[src/sv/vagadpcm_pkg.sv]
`timescale 1ns / 1ps

package vagadpcm_pkg;

  localparam int BLOCK_INDEX_BITS_DEFAULT = 24;
  localparam int BLOCK_COUNT_W            = 24;
  localparam int SAMPLE_W                 = 16;
  localparam int QUEUE_DEPTH              = 2;

  // register index, taken from paddr[2]
  localparam logic REG_LOOP_ENABLE = 1'b0;
  localparam logic REG_BLOCK_COUNT = 1'b1;

  typedef enum logic [1:0] {
    OP_NONE  = 2'b00,   // header, flag or ignored byte: no samples
    OP_DATA  = 2'b01,   // data byte: two samples
    OP_CLEAR = 2'b10    // key on: history back to zero
  } op_t;

  // one classified byte, handed from the front to the back
  typedef struct packed {
    op_t        op;
    logic [7:0] data_byte;
    logic [3:0] predictor;
    logic [3:0] shift;
    logic       ended;
    logic       done;
  } entry_t;

  // prediction weight on the most recent sample
  function automatic logic [7:0] coef_recent(input logic [3:0] sel);
    logic [7:0] c;
    unique case (sel)
      4'd1:    c = 8'd60;
      4'd2:    c = 8'd115;
      4'd3:    c = 8'd98;
      4'd4:    c = 8'd122;
      4'd7:    c = 8'd52;
      4'd8:    c = 8'd55;
      4'd9:    c = 8'd60;
      4'd13:   c = 8'd2;
      4'd14:   c = 8'd125;
      default: c = 8'd0;
    endcase
    return c;
  endfunction

  // weight on the older sample, subtracted
  function automatic logic [7:0] coef_older(input logic [3:0] sel);
    logic [7:0] c;
    unique case (sel)
      4'd2:    c = 8'd52;
      4'd3:    c = 8'd55;
      4'd4:    c = 8'd60;
      4'd8:    c = 8'd2;
      4'd9:    c = 8'd125;
      4'd11:   c = 8'd91;
      4'd13:   c = 8'd216;
      4'd14:   c = 8'd6;
      4'd15:   c = 8'd151;
      default: c = 8'd0;
    endcase
    return c;
  endfunction

endpackage

[src/sv/vagadpcm_if.sv]
`timescale 1ns / 1ps

interface vagadpcm_in_if;
  logic       valid;
  logic       ready;
  logic [7:0] data_byte;
  logic       key_on;

  modport source (output valid, output data_byte, output key_on, input ready);
  modport sink   (input valid, input data_byte, input key_on, output ready);
endinterface

interface vagadpcm_out_if #(
  parameter int BLOCK_INDEX_BITS = vagadpcm_pkg::BLOCK_INDEX_BITS_DEFAULT
);
  logic                        valid;
  logic                        ready;
  logic signed [15:0]          sample_first;
  logic signed [15:0]          sample_second;
  logic                        sample_valid;
  logic                        stream_ended;
  logic                        block_done;
  logic [BLOCK_INDEX_BITS-1:0] next_block;

  modport source (output valid, output sample_first, output sample_second,
                  output sample_valid, output stream_ended, output block_done,
                  output next_block, input ready);
  modport sink   (input valid, input sample_first, input sample_second,
                  input sample_valid, input stream_ended, input block_done,
                  input next_block, output ready);
endinterface

[src/sv/vagadpcm_queue.sv]
`timescale 1ns / 1ps

module vagadpcm_queue #(
  parameter int WIDTH = 32,
  parameter int DEPTH = 2
) (
  input  logic             clk,
  input  logic             rst,
  input  logic             push,
  input  logic [WIDTH-1:0] wdata,
  output logic             full,
  input  logic             pop,
  output logic [WIDTH-1:0] rdata,
  output logic             empty
);

  localparam int PtrW = (DEPTH > 1) ? $clog2(DEPTH) : 1;
  localparam int CntW = $clog2(DEPTH + 1);

  logic [WIDTH-1:0] slots [DEPTH];
  logic [PtrW-1:0]  wr_ptr;
  logic [PtrW-1:0]  rd_ptr;
  logic [CntW-1:0]  count;

  assign full  = (count == CntW'(DEPTH));
  assign empty = (count == '0);
  assign rdata = slots[rd_ptr];

  always_ff @(posedge clk) begin
    if (push) begin
      slots[wr_ptr] <= wdata;
    end
  end

  always_ff @(posedge clk) begin
    if (rst) begin
      wr_ptr <= '0;
      rd_ptr <= '0;
      count  <= '0;
    end else begin
      if (push) begin
        wr_ptr <= (wr_ptr == PtrW'(DEPTH - 1)) ? '0 : wr_ptr + 1'b1;
      end
      if (pop) begin
        rd_ptr <= (rd_ptr == PtrW'(DEPTH - 1)) ? '0 : rd_ptr + 1'b1;
      end
      if (push && !pop) begin
        count <= count + 1'b1;
      end else if (pop && !push) begin
        count <= count - 1'b1;
      end
    end
  end

endmodule

[src/sv/vagadpcm_front.sv]
`timescale 1ns / 1ps

module vagadpcm_front #(
  parameter int BLOCK_INDEX_BITS = vagadpcm_pkg::BLOCK_INDEX_BITS_DEFAULT
) (
  input  logic                                    clk,
  input  logic                                    rst,
  vagadpcm_in_if.sink                             stream,
  input  logic                                    loop_enable,
  input  logic [vagadpcm_pkg::BLOCK_COUNT_W-1:0]  block_count,
  input  logic                                    q_full,
  output logic                                    q_push,
  output vagadpcm_pkg::entry_t                    q_entry,
  output logic [BLOCK_INDEX_BITS-1:0]             q_next_block
);

  import vagadpcm_pkg::*;

  localparam logic [3:0] POS_HEADER = 4'd0;
  localparam logic [3:0] POS_FLAGS  = 4'd1;
  localparam logic [3:0] POS_DATA   = 4'd2;
  localparam logic [3:0] POS_LAST   = 4'd15;

  localparam logic [7:0] FLAG_END        = 8'd7;
  localparam logic [7:0] FLAG_LOOP_START = 8'd6;
  localparam logic [7:0] FLAG_LOOP_REQ   = 8'd3;

  localparam int CmpW = (BLOCK_INDEX_BITS > BLOCK_COUNT_W) ? BLOCK_INDEX_BITS : BLOCK_COUNT_W;

  logic [3:0]                  byte_position, byte_position_next;
  logic [3:0]                  predictor_select, predictor_select_next;
  logic [3:0]                  shift_amount, shift_amount_next;
  logic [BLOCK_INDEX_BITS-1:0] blocks_started, blocks_started_next;
  logic [BLOCK_INDEX_BITS-1:0] loop_target, loop_target_next;
  logic                        loop_pending, loop_pending_next;
  logic                        ended_flag, ended_flag_next;
  logic                        count_reached;
  logic                        accept;

  assign stream.ready = !q_full;
  assign accept       = stream.valid && !q_full;
  assign q_push       = accept;

  assign count_reached = (CmpW'(blocks_started) >= CmpW'(block_count));

  always_comb begin
    byte_position_next    = byte_position;
    predictor_select_next = predictor_select;
    shift_amount_next     = shift_amount;
    blocks_started_next   = blocks_started;
    loop_target_next      = loop_target;
    loop_pending_next     = loop_pending;
    ended_flag_next       = ended_flag;

    q_entry.op        = OP_NONE;
    q_entry.data_byte = stream.data_byte;
    q_entry.predictor = predictor_select;
    q_entry.shift     = shift_amount;
    q_entry.done      = 1'b0;

    priority if (stream.key_on) begin
      byte_position_next    = '0;
      predictor_select_next = '0;
      shift_amount_next     = '0;
      blocks_started_next   = '0;
      loop_target_next      = '0;
      loop_pending_next     = 1'b0;
      ended_flag_next       = 1'b0;
      q_entry.op            = OP_CLEAR;
    end else if (ended_flag) begin
      // stream over: byte yields no samples
    end else begin
      unique case (byte_position)
        POS_HEADER: begin
          if (count_reached) begin
            ended_flag_next = 1'b1;
          end else begin
            predictor_select_next = stream.data_byte[7:4];
            shift_amount_next     = stream.data_byte[3:0];
            byte_position_next    = POS_FLAGS;
          end
        end
        POS_FLAGS: begin
          if (stream.data_byte == FLAG_END) begin
            ended_flag_next = 1'b1;
          end else begin
            if (stream.data_byte == FLAG_LOOP_START) begin
              loop_target_next = blocks_started;
            end else if (stream.data_byte == FLAG_LOOP_REQ && loop_enable) begin
              loop_pending_next = 1'b1;
            end
            byte_position_next = POS_DATA;
          end
        end
        default: begin
          q_entry.op = OP_DATA;
          if (byte_position == POS_LAST) begin
            q_entry.done        = 1'b1;
            blocks_started_next = loop_pending ? loop_target : blocks_started + 1'b1;
            loop_pending_next   = 1'b0;
            byte_position_next  = POS_HEADER;
          end else begin
            byte_position_next = byte_position + 1'b1;
          end
        end
      endcase
    end

    q_entry.ended = ended_flag_next;
    if (ended_flag_next || byte_position_next == POS_HEADER) begin
      q_next_block = blocks_started_next;
    end else begin
      q_next_block = loop_pending_next ? loop_target_next : blocks_started_next + 1'b1;
    end
  end

  always_ff @(posedge clk) begin
    if (rst) begin
      byte_position    <= '0;
      predictor_select <= '0;
      shift_amount     <= '0;
      blocks_started   <= '0;
      loop_target      <= '0;
      loop_pending     <= 1'b0;
      ended_flag       <= 1'b0;
    end else if (accept) begin
      byte_position    <= byte_position_next;
      predictor_select <= predictor_select_next;
      shift_amount     <= shift_amount_next;
      blocks_started   <= blocks_started_next;
      loop_target      <= loop_target_next;
      loop_pending     <= loop_pending_next;
      ended_flag       <= ended_flag_next;
    end
  end

endmodule

[src/sv/vagadpcm_back.sv]
`timescale 1ns / 1ps

module vagadpcm_back #(
  parameter int BLOCK_INDEX_BITS = vagadpcm_pkg::BLOCK_INDEX_BITS_DEFAULT
) (
  input  logic                        clk,
  input  logic                        rst,
  input  logic                        q_empty,
  input  vagadpcm_pkg::entry_t        q_entry,
  input  logic [BLOCK_INDEX_BITS-1:0] q_next_block,
  output logic                        q_pop,
  vagadpcm_out_if.source              result
);

  import vagadpcm_pkg::*;

  typedef enum logic [3:0] {
    ST_IDLE = 4'b0001,
    ST_MUL  = 4'b0010,
    ST_SUM  = 4'b0100,
    ST_HOLD = 4'b1000
  } state_t;

  state_t state, state_next;

  entry_t                      work;
  logic [BLOCK_INDEX_BITS-1:0] work_next_block;
  logic                        phase;            // 0: low nibble, 1: high nibble
  logic signed [15:0]          hist_recent, hist_older;
  logic signed [15:0]          hist_recent_next, hist_older_next;
  logic signed [15:0]          op_recent, op_older;
  logic signed [24:0]          prod_recent, prod_older;
  logic signed [15:0]          first_s, second_s;

  logic [3:0]                  nibble;
  logic signed [15:0]          scaled;
  logic signed [25:0]          pred_diff;
  logic signed [19:0]          pred_sh;
  logic signed [20:0]          total;
  logic signed [15:0]          sample;
  logic signed [15:0]          second_out;

  logic                        finish;
  logic                        can_load;
  logic                        load;

  logic                        out_valid;
  logic signed [15:0]          out_first, out_second;
  logic                        out_sample_valid, out_ended, out_done;
  logic [BLOCK_INDEX_BITS-1:0] out_next_block;

  // one nibble through the two-tap predictor, clamped to 16 bits
  assign nibble    = phase ? work.data_byte[7:4] : work.data_byte[3:0];
  assign scaled    = $signed({nibble, 12'b0}) >>> work.shift;
  assign pred_diff = {prod_recent[24], prod_recent} - {prod_older[24], prod_older};
  assign pred_sh   = pred_diff[25:6];
  assign total     = {{5{scaled[15]}}, scaled} + {pred_sh[19], pred_sh};

  always_comb begin
    if (total > 21'sd32767) begin
      sample = 16'sh7fff;
    end else if (total < -21'sd32768) begin
      sample = 16'sh8000;
    end else begin
      sample = total[15:0];
    end
  end

  assign finish     = (state == ST_SUM && phase) || (state == ST_HOLD);
  assign can_load   = !out_valid || result.ready;
  assign load       = finish && can_load;
  assign q_pop      = !q_empty && ((state == ST_IDLE) || load);
  assign second_out = (state == ST_SUM) ? sample : second_s;

  // history as seen by the next byte
  always_comb begin
    hist_recent_next = hist_recent;
    hist_older_next  = hist_older;
    if (load) begin
      unique case (work.op)
        OP_DATA: begin
          hist_older_next  = first_s;
          hist_recent_next = second_out;
        end
        OP_CLEAR: begin
          hist_older_next  = '0;
          hist_recent_next = '0;
        end
        default: ;
      endcase
    end
  end

  always_comb begin
    state_next = state;
    unique case (state)
      ST_IDLE: if (q_pop) state_next = (q_entry.op == OP_DATA) ? ST_MUL : ST_HOLD;
      ST_MUL:  state_next = ST_SUM;
      ST_SUM: begin
        if (!phase) begin
          state_next = ST_MUL;
        end else if (!can_load) begin
          state_next = ST_HOLD;
        end else if (q_pop) begin
          state_next = (q_entry.op == OP_DATA) ? ST_MUL : ST_HOLD;
        end else begin
          state_next = ST_IDLE;
        end
      end
      ST_HOLD: begin
        if (!can_load) begin
          state_next = ST_HOLD;
        end else if (q_pop) begin
          state_next = (q_entry.op == OP_DATA) ? ST_MUL : ST_HOLD;
        end else begin
          state_next = ST_IDLE;
        end
      end
      default: state_next = ST_IDLE;
    endcase
  end

  always_ff @(posedge clk) begin
    if (rst) begin
      state       <= ST_IDLE;
      out_valid   <= 1'b0;
      hist_recent <= '0;
      hist_older  <= '0;
    end else begin
      state       <= state_next;
      hist_recent <= hist_recent_next;
      hist_older  <= hist_older_next;
      if (load) begin
        out_valid <= 1'b1;
      end else if (result.ready) begin
        out_valid <= 1'b0;
      end
    end
  end

  // datapath: one multiplier pair, used once per nibble
  always_ff @(posedge clk) begin
    if (q_pop) begin
      work            <= q_entry;
      work_next_block <= q_next_block;
      phase           <= 1'b0;
      op_recent       <= hist_recent_next;
      op_older        <= hist_older_next;
      first_s         <= '0;
      second_s        <= '0;
    end else if (state == ST_SUM) begin
      if (!phase) begin
        first_s   <= sample;
        op_recent <= sample;
        op_older  <= hist_recent;
        phase     <= 1'b1;
      end else begin
        second_s <= sample;
      end
    end
    if (state == ST_MUL) begin
      prod_recent <= 25'(op_recent) * 25'($signed({1'b0, coef_recent(work.predictor)}));
      prod_older  <= 25'(op_older) * 25'($signed({1'b0, coef_older(work.predictor)}));
    end
    if (load) begin
      out_first        <= first_s;
      out_second       <= second_out;
      out_sample_valid <= (work.op == OP_DATA);
      out_ended        <= work.ended;
      out_done         <= work.done;
      out_next_block   <= work_next_block;
    end
  end

  assign result.valid         = out_valid;
  assign result.sample_first  = out_first;
  assign result.sample_second = out_second;
  assign result.sample_valid  = out_sample_valid;
  assign result.stream_ended  = out_ended;
  assign result.block_done    = out_done;
  assign result.next_block    = out_next_block;

endmodule

[src/sv/vag_adpcm_block_decoder.sv]
// Data byte: queued, then popped into the back end; each nibble takes a multiply and a sum
//   step on the multiplier pair, and the next byte is popped as its one result beat registers.
// Header, flag, key-on and post-end bytes: one result beat each, through the hold state.
// A 2-entry queue decouples byte intake from the back end; input stalls only when full.
// rst (synchronous, active high) clears decoder state, queue, output and both registers.
`timescale 1ns / 1ps

module vag_adpcm_block_decoder #(
  parameter int BLOCK_INDEX_BITS = vagadpcm_pkg::BLOCK_INDEX_BITS_DEFAULT
) (
  input  logic                 clk,
  input  logic                 rst,
  vagadpcm_in_if.sink          stream,
  vagadpcm_out_if.source       result,
  input  logic                 psel,
  input  logic                 penable,
  input  logic                 pwrite,
  input  logic [2:0]           paddr,
  input  logic [31:0]          pwdata,
  output logic [31:0]          prdata,
  output logic                 pready
);

  import vagadpcm_pkg::*;

  localparam int QueueW = $bits(entry_t) + BLOCK_INDEX_BITS;

  // configuration registers
  logic                     loop_enable;
  logic [BLOCK_COUNT_W-1:0] block_count;
  logic                     cfg_write;

  // front-to-back queue
  logic                        q_push, q_pop, q_full, q_empty;
  entry_t                      push_entry, pop_entry;
  logic [BLOCK_INDEX_BITS-1:0] push_next_block, pop_next_block;
  logic [QueueW-1:0]           q_rdata;

  // APB: no wait states; register chosen by the word address bit
  assign pready    = 1'b1;
  assign cfg_write = psel && penable && pwrite;

  always_ff @(posedge clk) begin
    if (rst) begin
      loop_enable <= 1'b0;
      block_count <= '0;
    end else if (cfg_write) begin
      unique case (paddr[2])
        REG_LOOP_ENABLE: loop_enable <= pwdata[0];
        REG_BLOCK_COUNT: block_count <= pwdata[BLOCK_COUNT_W-1:0];
        default: ;
      endcase
    end
  end

  always_comb begin
    unique case (paddr[2])
      REG_LOOP_ENABLE: prdata = {31'b0, loop_enable};
      REG_BLOCK_COUNT: prdata = 32'(block_count);
      default:         prdata = '0;
    endcase
  end

  // front: owns block position, flags, block index and end state
  vagadpcm_front #(
    .BLOCK_INDEX_BITS (BLOCK_INDEX_BITS)
  ) u_front (
    .clk          (clk),
    .rst          (rst),
    .stream       (stream),
    .loop_enable  (loop_enable),
    .block_count  (block_count),
    .q_full       (q_full),
    .q_push       (q_push),
    .q_entry      (push_entry),
    .q_next_block (push_next_block)
  );

  vagadpcm_queue #(
    .WIDTH (QueueW),
    .DEPTH (QUEUE_DEPTH)
  ) u_queue (
    .clk   (clk),
    .rst   (rst),
    .push  (q_push),
    .wdata ({push_entry, push_next_block}),
    .full  (q_full),
    .pop   (q_pop),
    .rdata (q_rdata),
    .empty (q_empty)
  );

  assign pop_entry      = entry_t'(q_rdata[QueueW-1 -: $bits(entry_t)]);
  assign pop_next_block = q_rdata[BLOCK_INDEX_BITS-1:0];

  // back: sample history, prediction and the output register
  vagadpcm_back #(
    .BLOCK_INDEX_BITS (BLOCK_INDEX_BITS)
  ) u_back (
    .clk          (clk),
    .rst          (rst),
    .q_empty      (q_empty),
    .q_entry      (pop_entry),
    .q_next_block (pop_next_block),
    .q_pop        (q_pop),
    .result       (result)
  );

endmodule
[src/flat_wrapper.sv]
// flat-port wrapper written by rule: the top's interface ports become plain ports
module vag_adpcm_block_decoder_flat import vagadpcm_pkg::*;
#(
  parameter int BLOCK_INDEX_BITS = vagadpcm_pkg::BLOCK_INDEX_BITS_DEFAULT
)
  (clk, rst, psel, penable, pwrite, paddr, pwdata, prdata, pready, stream_valid, stream_data_byte, stream_key_on, stream_ready, result_valid, result_sample_first, result_sample_second, result_sample_valid, result_stream_ended, result_block_done, result_next_block, result_ready);
  vagadpcm_in_if stream_i ();
  vagadpcm_out_if #(.BLOCK_INDEX_BITS(BLOCK_INDEX_BITS)) result_i ();
  input  logic clk;
  input  logic rst;
  input  logic psel;
  input  logic penable;
  input  logic pwrite;
  input  logic [2:0] paddr;
  input  logic [31:0] pwdata;
  output logic [31:0] prdata;
  output logic pready;
  input wire logic [$bits(stream_i.valid)-1:0] stream_valid;
  input wire logic [$bits(stream_i.data_byte)-1:0] stream_data_byte;
  input wire logic [$bits(stream_i.key_on)-1:0] stream_key_on;
  output wire logic [$bits(stream_i.ready)-1:0] stream_ready;
  output wire logic [$bits(result_i.valid)-1:0] result_valid;
  output wire logic [$bits(result_i.sample_first)-1:0] result_sample_first;
  output wire logic [$bits(result_i.sample_second)-1:0] result_sample_second;
  output wire logic [$bits(result_i.sample_valid)-1:0] result_sample_valid;
  output wire logic [$bits(result_i.stream_ended)-1:0] result_stream_ended;
  output wire logic [$bits(result_i.block_done)-1:0] result_block_done;
  output wire logic [$bits(result_i.next_block)-1:0] result_next_block;
  input wire logic [$bits(result_i.ready)-1:0] result_ready;
  assign stream_i.valid = stream_valid;
  assign stream_i.data_byte = stream_data_byte;
  assign stream_i.key_on = stream_key_on;
  assign stream_ready = stream_i.ready;
  assign result_valid = result_i.valid;
  assign result_sample_first = result_i.sample_first;
  assign result_sample_second = result_i.sample_second;
  assign result_sample_valid = result_i.sample_valid;
  assign result_stream_ended = result_i.stream_ended;
  assign result_block_done = result_i.block_done;
  assign result_next_block = result_i.next_block;
  assign result_i.ready = result_ready;
  vag_adpcm_block_decoder #(.BLOCK_INDEX_BITS(BLOCK_INDEX_BITS)) u_core (.clk(clk), .rst(rst), .stream(stream_i), .result(result_i), .psel(psel), .penable(penable), .pwrite(pwrite), .paddr(paddr), .pwdata(pwdata), .prdata(prdata), .pready(pready));
endmodule
[config.mk]
export PLATFORM = sky130hd
export DESIGN_NAME = vag_adpcm_block_decoder_flat
export DESIGN_NICKNAME = d
export VERILOG_FILES = /design/src/sv/vagadpcm_pkg.sv /design/src/sv/vagadpcm_if.sv /design/src/sv/vagadpcm_queue.sv /design/src/sv/vagadpcm_front.sv /design/src/sv/vagadpcm_back.sv /design/src/sv/vag_adpcm_block_decoder.sv /design/src/flat_wrapper.sv
export SDC_FILE = /design/constraint.sdc
export NUM_CORES = 1
export LEC_CHECK = 0
export BUFFER_PORTS_ARGS = -buffer_cell sky130_fd_sc_hd__buf_4
export CORE_UTILIZATION = 40
export CTS_BUF_LIST = sky130_fd_sc_hd__clkbuf_16
export DETAILED_ROUTE_END_ITERATION = 10
export SETUP_SLACK_MARGIN = 0.2
export SYNTH_ARGS = -nofsm -noshare
export SYNTH_HDL_FRONTEND = slang
export SYNTH_HIERARCHICAL = 1
export SYNTH_SLANG_ARGS = --single-unit
export TNS_END_PERCENT = 30
[constraint.sdc]
create_clock -name clk -period 8.22 [get_ports clk]
set_clock_uncertainty 0.05 [all_clocks]
set_input_delay 1.233 -clock clk [delete_from_list [all_inputs] [get_ports clk]]
set_output_delay 1.233 -clock clk [all_outputs]
set_load 0.05 [all_outputs]
## Word-level counts from Yosys, hierarchy flattened

Memories as Yosys holds them, arrays and structs flattened. A register that Yosys moved wholly into a read port is not among the register bits.
Cells that the tools add are included.

| operators by class | value |
|---|---|
| shifts and indexed selects | 1 |
| multiply operators | 2 |
| magnitude comparators | 3 |
| equal/unequal tests | 17 |
| $add $sub $neg | 9 |
| reductions and logical operators | 32 |
| mux-type cells | 80 |
| bitwise operators | 2 |

Operators by type and width:

| cell | count |
|---|---|
| two-way mux 24 bit | 12 |
| two-way mux 16 bit | 11 |
| two-way mux 4 bit | 21 |
| case mux 16 bit (2 select lines) | 2 |
| case mux 32 bit (2 select lines) | 1 |
| multiplier 16 x 9 -> 25 bit | 2 |
| adder 24 x 1 -> 24 bit, second input constant | 2 |
| subtractor 25 x 25 -> 26 bit | 1 |
| greater-or-equal comparator 24 bit | 1 |
| two-way mux 1 bit | 24 |
| adder 16 x 20 -> 21 bit | 1 |
| greater-than comparator 21 x 16 -> 1 bit, second input constant | 1 |
| less-than comparator 21 x 16 -> 1 bit, second input constant | 1 |
| equality test 8 x 3 -> 1 bit, second input constant | 2 |
| two-way mux 8 bit | 2 |
| case mux 4 bit (4 select lines) | 1 |
| >>> shifter 16 x 4 -> 16 bit | 1 |
| AND reduction 2 bit | 5 |
| logical AND 1 bit | 9 |
| equality test 4 x 1 -> 1 bit, second input constant | 2 |
| equality test 4 bit, second input constant | 2 |
| equality test 8 x 2 -> 1 bit, second input constant | 1 |
| zero test 4 bit | 2 |
| case mux 4 bit (2 select lines) | 1 |
| 19 further kinds | 38 |

| storage, ports and cells | value |
|---|---|
| output and inout port bits | 94 |
| ROM bits | 240 |
| word-level logic and storage cells | 185 |
| RAM bits | 88 |
| memories | 3 |
| bits in registers | 346 |
| input port bits | 51 |

Memories:

| memory | depth | bits a word | read ports | clocked after Yosys merged registers in | wr ports | line | source |
|---|---|---|---|---|---|---|---|
| (no name shown) | 16 | 8 | 1 | 1 | 0 | vagadpcm_pkg.sv:51 | `unique case (sel)` |
| (no name shown) | 16 | 7 | 1 | 1 | 0 | vagadpcm_pkg.sv:33 | `unique case (sel)` |
| u_core.u_queue.slots | 2 | 44 | 1 | 1 | 1 | vagadpcm_queue.sv:20 | `logic [WIDTH-1:0] slots [DEPTH];` |

## Logic depth before layout (Yosys ltp)

| logic depth | value |
|---|---|
| depth in word-level cells | 10 |
| depth in mapped cells | 23 |
| mapped depth without buffers | 21 |

## Hierarchy

The synthesis kept the hierarchy.

By module, submodules not included:

| module | cells each | times used | area an instance (µm²) | seq. area each (µm²) |
|---|---|---|---|---|
| vagadpcm_back | 1,970 | 1 | 20,260.7 | 7,257.0 |
| vagadpcm_front | 806 | 1 | 5,672.9 | 1,241.2 |
| vagadpcm_queue | 159 | 1 | 3,380.7 | 2,742.6 |
| vag_adpcm_block_decoder | 146 | 1 | 1,387.6 | 500.5 |

## Least setup slack after synthesis

No wires, ideal clock.

| timing path | value |
|---|---|
| kind | reg2reg |
| from | register u_core.u_back.state[1] |
| to | register u_core.u_back.prod_older[0] (enable) |
| stages on the path, launching flop included | 4 |
| buffers on the path | 1 |
| library setup time | 0.584 ns |
| slack | 2.072 ns |
| clock period less this slack | 6.148 ns |
| required time | 7.586 ns |
| data arrival time | 5.514 ns |
| cell sequence | dfxtp_1 clkbuf_1 inv_1 nor4_1 |

| on the way | value |
|---|---|
| cells in the longest elaborated chain, start to end | 1 |

Ends and longest elaborated chain:

| element | line | source |
|---|---|---|
| from (decl) | vagadpcm_back.sv:24 | `state_t state, state_next;` |
| from (signal assigned) | vagadpcm_back.sv:130 | `state <= state_next;` |
| equality test 4 x 2 -> 1 bit | vagadpcm_back.sv:161 | `if (state == ST_MUL) begin` |
| to (signal assigned) | vagadpcm_back.sv:163 | `prod_older <= 25'(op_older) * 25'($signed({1'b0, coef_older(work.predictor)}));` |
| to (decl) | vagadpcm_back.sv:32 | `logic signed [24:0] prod_recent, prod_older;` |

Every way passes these cells.
A chain may end at the register's enable or synchronous reset.

## Worst setup path after layout

| timing path | value |
|---|---|
| from | register u_core.u_back.prod_recent[1] |
| to | register u_core.u_back.out_second[0], in the netlist u_core/u_back/result.sample_second[0], data pin |

| on the way | value |
|---|---|
| cells in the longest elaborated chain, start to end | 6 |
| elaborated cells on any way between the ends | 7 |
| those cells by class | add/sub (2); order compare (2); mux (3) |

Ends and longest elaborated chain:

| element | line | source |
|---|---|---|
| from (decl) | vagadpcm_back.sv:32 |  |
| from (signal assigned) | vagadpcm_back.sv:162 | `prod_recent <= 25'(op_recent) * 25'($signed({1'b0, coef_recent(work.predictor)}));` |
| subtractor 25 x 25 -> 26 bit (*) | vagadpcm_back.sv:55 | `assign pred_diff = {prod_recent[24], prod_recent} - {prod_older[24], prod_older};` |
| adder 16 x 20 -> 21 bit (*) | vagadpcm_back.sv:57 | `assign total = {{5{scaled[15]}}, scaled} + {pred_sh[19], pred_sh};` |
| less-than comparator 21 x 16 -> 1 bit | vagadpcm_back.sv:62 | `end else if (total < -21'sd32768) begin` |
| two-way mux 16 bit | vagadpcm_back.sv:62 |  |
| two-way mux 16 bit (*) | vagadpcm_back.sv:60 | `if (total > 21'sd32767) begin` |
| two-way mux 16 bit (*) | vagadpcm_back.sv:73 | `assign second_out = (state == ST_SUM) ? sample : second_s;` |
| net u_core.u_back.second_out[0] | vagadpcm_back.sv:41 | `logic signed [15:0] second_out;` |
| to (signal assigned) | vagadpcm_back.sv:167 | `out_second <= second_out;` |
| to (decl) | vagadpcm_back.sv:48 | `logic signed [15:0] out_first, out_second;` |

The timed path passes the listed nets; every way through them passes the cells marked *.

==> summary.txt <==
status - completed
part of the cycle the worst path needs - 0.796
Ports - 145
DRC - 0
Fillers - 7274
post-synthesis mux area share - 0.0392
most used routing layer in global routing - met2
Hold Slack - 0.372 ns
Initial Utilization - 0.404
Inserted Clock Buffers - 52
commonest non-fill, non-tap cells in the layout - 289 x inv_1, 284 x nand2_1, 273 x edfxtp_1
RSZ-0062 raised after global routing - no
Port Buf Inserts - 125
GRT met1 Usage - 0.257
CP max FO - 13
sequential share of the synthesized area - 0.382
Setup TNS Final - 0 ns
Synth Area in Compound Gates - 0.130
clk sink count - 450
area of the multi-input gates - 17100 um2
final setup slack of the worst path - 1.68 ns
crit start category - flop
Cells after Synth - 3081
endpoint class of the critical path - flop
EDFF count, synth - 273
XOR/XNOR Fraction of Synth Area - 0.0236
Mapped Avg Cell Area - 9.96 um2
Slew Viols, Final - 0
commonest non-fill, non-tap cell in the layout - inv_1
per-cell routed wire length - 18.6 um
layout cells sized above 1 - 0.111
Post-Synthesis Cell Area - 30700 um2
Final ANT Viol Nets - 0
CP peak stage delay - 0.89 ns
die area - 77900 um2
vias in the first global route - 21818
Post-Place Setup Slack - 1.74 ns
H-Tree Depth - 2
FFs w/ async S/R, synth - 0
critical path class - flop to flop
GPL Wtd Cong - 0.865
first-pass GRT wire length - 124 mm
worst path cell trace - ha_1 > a21o_1 > a21oi_1 > o31a_1 > o41ai_1 > a21oi_1 > o21bai_1 > a21oi_1 > xnor2_1 > ha_1 > a21oi_1 > a21boi_0 > o311a_1 > nor3_2 > mux2i_1 > nor3_2 > a21oi_2 > o21ai_0 > o21ai_0
Yosys cell types - 106
Simple-Gate Fraction of Synth Area - 0.168
CTS Hold Bufs - 0
delay-heaviest family, CP - compound AO/OA/AOI/OAI gates
worst hold-check path type - flop to flop
maximum clock rate - 153 MHz
CP bufs+invs - 0
FF/Latch Area - 11700 um2
GRT overflow - 0
CTS tree - built
Hold Fails Final Rpt - 0
pin count of the biggest net entering global routing - 79
Clk Latency, worst-skew pair - 0.60 ns
detailed placer's ending HPWL - 56.7 mm
Post CTS Setup Buffer Count - 0
Layout area overhead - 11.5%
Row Count - 101
Final #Nets - 3554
Critical Path Most Common Cell - a21oi_1
global-route usage over all layers - 0.202
M2 GR Usage - 0.355
endpoints failing setup - 0
Slowest-stage cell, CP - o41ai_1
clock root cell - clkbuf_16
worst path arrival time - 6.91 ns
Final Critical Period - 6.54 ns
Worst slew margin - 0.221
DR vias - 22293
drt initial violations - 1453
Worst Path Required - 8.59 ns
Die Y - 279 um
core area - 75900 um2
Die W - 279 um
CTS Buffer Depth - 3
FF+latch count, synth - 450
GRT met3 Usage - 0.0224
Vias/cell - 5.30
Resize count post-CTS - 0
Max Cap Viol - 0
Worst Max-Slew Pin Slew - 1.17 ns
largest family of logic cells by synthesized area - adder cells
drt pass-1 iters - 5
clk slew on worst S/H paths - 0.06 ns
Synth Area in Adders - 0.196
initial antenna violation count - 1
Synth Warn # - 6
Main synth FF type - edfxtp_1
Post-Route WL - 78.4 mm
[worst reg2reg max path: cells and delay by family (launching register included)]
family                     cells  cell delay, ns
AOI/OAI and AO/OA             13            4.47
DFF                            1            0.36
xor gates and xnor gates       1            0.14
and+or+nand+nor                2            0.34
muxes                          1            0.31
adders and majority gates      2            0.68
[per-layer routing]
| layer | share of wire | wire, um |
|---|---|---|
| met1 | 0.43 | 33500 |
| met2 | 0.50 | 39300 |
| met3 | 0.040 | 3100 |
| met4 | 0.033 | 2560 |
| met5 | 0.00017 | 13 |
[per-stage QoR]
step | instance area (um2) | instances | utilization
final | 34200 | 4209 | 0.451
after global placement | 32400 | 4112 | 0.427
after CTS | 34200 | 4208 | 0.451
after floorplan | 30700 | 3088 | -
after global routing | 34200 | 4208 | 0.451
after detailed placement | 32400 | 4112 | 0.427
[state kept, by name (all words and copies together), names as in the netlist, 20 cells and up, named ones only]
| signal | count |
|---|---|
| u_core/block_count | 24 |
| u_core/u_back/prod_older | 25 |
| u_core/u_back/prod_recent | 25 |
| u_core/u_back/result.next_block | 24 |
| u_core/u_back/work | 20 |
| u_core/u_back/work_next_block | 24 |
| u_core/u_front/blocks_started | 24 |
| u_core/u_front/loop_target | 24 |
| u_core/u_queue/slots | 88 |
[final timing paths]
| kind | startpoint | to | slack [ns] | cells past startpoint |
|---|---|---|---|---|
| max | u_core/u_back/prod_recent[1] | u_core/u_back/result.sample_second[0] | 1.68 | 19 |
| min | u_core/u_back/work_next_block[16] | u_core/u_back/result.next_block[16] | 0.37 | 0 |
| max reg2reg | u_core/u_back/prod_recent[1] | u_core/u_back/result.sample_second[0] | 1.68 | 19 |
| min reg2reg | u_core/u_back/work_next_block[16] | u_core/u_back/result.next_block[16] | 0.37 | 0 |
[cell usage after synthesis (38+ instances only)]
master | count | area, um2
and2_1 | 181 | 1130
and3_1 | 39 | 244
fa_1 | 188 | 3760
nand2b_1 | 76 | 475
mux2i_1 | 64 | 641
a21oi_1 | 176 | 881
edfxtp_1 | 273 | 8200
nand2_1 | 284 | 1070
inv_1 | 283 | 1060
nor2_1 | 181 | 679
o21ai_0 | 129 | 646
clkbuf_1 | 97 | 364
o21ai_1 | 55 | 275
a22oi_1 | 38 | 285
ha_1 | 179 | 2240
dfxtp_1 | 177 | 3540
xnor2_1 | 54 | 473
nand3_1 | 72 | 360
mux2_2 | 48 | 541
[cell families after synthesis]
kind of cell               after synthesis
AOI/OAI and AO/OA                      624
xor gates and xnor gates                81
and+or+nand+nor                        996
buffers and inverters                  448
other                                    2
DFF                                    450
muxes                                  113
adders and majority gates              367
[final cells by class]
class	instances	area share
clock buffers	54	0.0395
clock inverters	42	0.0133
flip-flops and latches	450	0.343
well taps	1030	0.0377
inverters	285	0.0313
repair buffers	157	0.0344
diodes	1	0.0000731
multi-input cells	2190	0.501
Power is not shown: default switching activity piles up to over one toggle a cycle in this logic, so the estimate is an artifact.
